--- config.mk ---
export PLATFORM = sky130hd
export DESIGN_NAME = so3em_round
export DESIGN_NICKNAME = d
export VERILOG_FILES = /design/src/hw/rtl/so3em_round.sv
export SDC_FILE = /design/constraint.sdc
export NUM_CORES = 1
export LEC_CHECK = 0
export BUFFER_PORTS_ARGS = -buffer_cell sky130_fd_sc_hd__buf_2
export CORE_MARGIN = 3
export CORE_UTILIZATION = 45
export DETAILED_ROUTE_END_ITERATION = 12
export GPL_ROUTABILITY_DRIVEN = 0
export PLACE_DENSITY = 0.87
export SLEW_MARGIN = 25
export SYNTH_ARGS = -nofsm -noshare
export SYNTH_HDL_FRONTEND = slang
export SYNTH_SLANG_ARGS = --single-unit
--- constraint.sdc ---
create_clock -name vclk -period 12.9
set_input_delay 1.935 -clock vclk [all_inputs]
set_output_delay 1.935 -clock vclk [all_outputs]
set_load 0.03 [all_outputs]
--- src/hw/rtl/so3em_round.sv ---
// Rounds a Q.61 magnitude to Q.OUT_FRAC_BITS half away from zero, saturates
// and applies the sign. Depends on nothing.
module so3em_round #(
    parameter int OUT_FRAC_BITS = 30
) (
    input  logic        neg,
    input  logic [63:0] mag,
    output logic [31:0] value
);

    localparam int          SH  = 61 - OUT_FRAC_BITS;
    localparam logic [63:0] CAP = (OUT_FRAC_BITS >= 31) ? 64'h7FFF_FFFF
                                                        : (64'd1 << OUT_FRAC_BITS);

    logic [63:0] rnd;
    logic [63:0] sat;

    generate
        if (SH > 0)
        begin : g_down
            assign rnd = (mag + (64'd1 << (SH - 1))) >> SH;
        end
        else if (SH == 0)
        begin : g_same
            assign rnd = mag;
        end
        else
        begin : g_up
            localparam int NSH = -SH;
            assign rnd = mag << NSH;
        end
    endgenerate

    assign sat   = (rnd > CAP) ? CAP : rnd;
    assign value = neg ? (~sat[31:0] + 32'd1) : sat[31:0];

endmodule

==> results_dict.tcl <==
set metrics [dict create \
    met2_usage_pct 36.8 \
    grt_pass1_vias 2388 \
    slew-limit-headroom_pct 40.9 \
    clkbuf_count 0 \
    cts_resized 0 \
    cp_cell_sequence "buf_2 -> ha_1 -> nand3_2 -> nor3_4 -> or4b_2 -> xnor2_1 -> a21oi_1 -> nand4bb_1 -> o21ai_2 -> nand2_1 -> ha_1 -> nand2_1 -> and4b_1 -> nand4b_1 -> nor3_1 -> a31oi_1 -> o311ai_0 -> buf_2" \
    combPwrFrac_pct 100.0 \
    seqPwrFrac_pct 0 \
    p_int_w 0.0000239 \
    overflow 0 \
    drv_cap 0 \
    cp.required_ns 10.97 \
    avgSynthCellArea_um2 6.50 \
    start_util_pct 48.8 \
    critPathKind "input port to primary output" \
    rows 24 \
    cp_slowest_cell "or4b_2" \
    peakVddDrop_v 0.0000112 \
    die-area_mm2 0.00583 \
    pwr-share-clk_pct 0 \
    finalCritPeriodShare_pct 68.2 \
    routedWlPerCell_um 15.7 \
    drtIter0Drc 387 \
    setup_viol 0 \
    pre_cts_slack_ns 4.25 \
    holdPathStages 5 \
    slowest_delay_ns 0.65 \
    outcome "finished clean" \
    slew_viol_final 0 \
    yosysMostFrequentCell "nor2_1" \
    vias 2828 \
    endpoint_kind "primary output" \
    hold_buffers 0 \
    die_x_um 76.4 \
    power_leakage_nw 0.958 \
    grt_pass1_wl_um 11500 \
    met1_usage_pct 32.7 \
    cp-start-kind "input port" \
    avgViaCountPerCell 6.24 \
    yosysTopAreaCellShare_pct 13.0 \
    routed_wl_um 7130 \
    maxClockFrequency_mhz 114 \
    p_sw_share_pct 65.6 \
    n_antenna_cell 0 \
    dp_hpwl_um 5770 \
    hold_path.class "input port to primary output" \
    cp_max_fo 14 \
    min-delay-start "mag[56]" \
    min_period_ns 8.80 \
    core_mm2 0.00456 \
    rsz0062_at_grt "no" \
    register_area_um2 0 \
    postCtsSetupBuffers 0 \
    antenna_found_initial 0 \
    grt_max_degree 39 \
    design.seq.count 0 \
    synth_seq_area_share_pct 0 \
    yosys.cell_types.count 68 \
    finalNetCount 457 \
    ios 97 \
    synth_top_cell_by_area "xnor2_1" \
    postSynthCellCount 343 \
    syn_area_mm2 0.00223 \
    p_per_area_mw_per_mm2 27.6 \
    die_h_um 76.4 \
    hold_violations 0 \
    ant_nets 0 \
    grt.total_usage_pct 22.5 \
    ys_top_cells_by_count "38 x nor2_1, 37 x nand2_1, 33 x xnor2_1" \
    p_switching_w 0.0000457 \
    top_usage_layer "met2" \
    worst_pin_slew_ns 0.887 \
    use_met3_pct 1.65 \
    syn-num-nets 410 \
    drtPass1Iterations 5 \
    synth_area_leaders "xnor2_1 13%, nor2_1 6.4%, xor2_1 6.3%, nand2_1 6.2%, nand3_1 4.7%" \
    port_buffers 67 \
    setup_tns_ns 0 \
    ys_warn_count 0 \
    cp.arrival_ns 6.86 \
    area_growth_pct 13.1 \
    holdPathEnd "value[25]" \
    drc 0 \
    final_layout_size_suffix_gt1_share_pct 21.9 \
    worst_slack_ns 4.10 \
]
## final cells by class
cell class,count,area (µm²)
well taps,65,81.3
repair buffers,67,335
inverters,8,30.0
multi-input cells,313,2070
fillers,486,2040
## worst max path at each step
stage / slack [ns] / cells after the start / endpoint / start
global route: 3.87 / 19 / value[24] / mag[30]
finish: 4.10 / 18 / value[28] / mag[30]
global placement: 4.35 / 19 / value[24] / mag[30]
CTS: 4.22 / 18 / value[28] / mag[30]
floorplan: 4.50 / 17 / value[28] / mag[30]
detailed placement: 4.25 / 18 / value[28] / mag[30]
## power by group through the flow
stage | sequential, W | clock (W) | combinational, W
global placement | 0 | 0 | 0.0000667
global route | 0 | 0 | 0.0000750
CTS | 0 | 0 | 0.0000685
finish | 0 | 0 | 0.0000696
detailed placement | 0 | 0 | 0.0000683
floorplan | 0 | 0 | 0.0000487
## per-layer routing
layer | vias to the layer above | share of wire [%]
met2 | 164 | 47
met4 | 0 | 1.3
met3 | 11 | 9.5
li1 | 1376 | -
met1 | 1277 | 42
met5 | - | 0
## cells in the final DEF (no fill, tap or decap), drive strengths merged, types with 2 or more instances in the layout
cell type and n:
and4 7, inv 7, nor4 7, o41ai 3, nand4bb 2, nand4 17, mux2i 6, o21ai 20
o31a 2, ha 2, nor3 12, o211ai 2, xnor2 33, a22o 2, nor2b 2, and3 6
nand2b 3, nand2 37, o31ai 4, a31oi 2, nand3 23, a21bo 2, and2 4, nor2 38
o311ai 2, a21boi 2, a41o 2, o22ai 2, or3 3, o21a 2, a21oi 20, buf 67
nand4b 4, or4b 2, nand3b 2, xor2 16
## kinds of logic after synthesis
group | after synthesis | synth area share, %
xor+xnor | 49 | 19.3
mux | 7 | 3.20
fa+ha+maj | 2 | 1.12
buf+inv | 30 | 6.96
simple gates | 175 | 45.2
compound gates | 80 | 24.3
## worst max-delay path, delay by kind of cell
| family | cells | cell delay, ns |
|---|---|---|
| simple gates | 9 | 2.75 |
| buf+inv | 2 | 0.42 |
| fa+ha+maj | 2 | 0.55 |
| xor+xnor | 1 | 0.34 |
| compound gates | 4 | 0.85 |
## stage by stage
step                util (%)  power (W)  cells  instance area (µm²)  hold slack, ns
CTS                     55.2  0.0000685    453                 2520            4.42
detailed placement      55.2  0.0000683    453                 2520            4.41
global route            55.2  0.0000750    453                 2520            4.43
floorplan                  -  0.0000487    343                 2230            4.14
global placement        55.2  0.0000667    453                 2520            4.41
finish                  55.2  0.0000696    453                 2520            4.42
(Power assumes the default switching activity.)
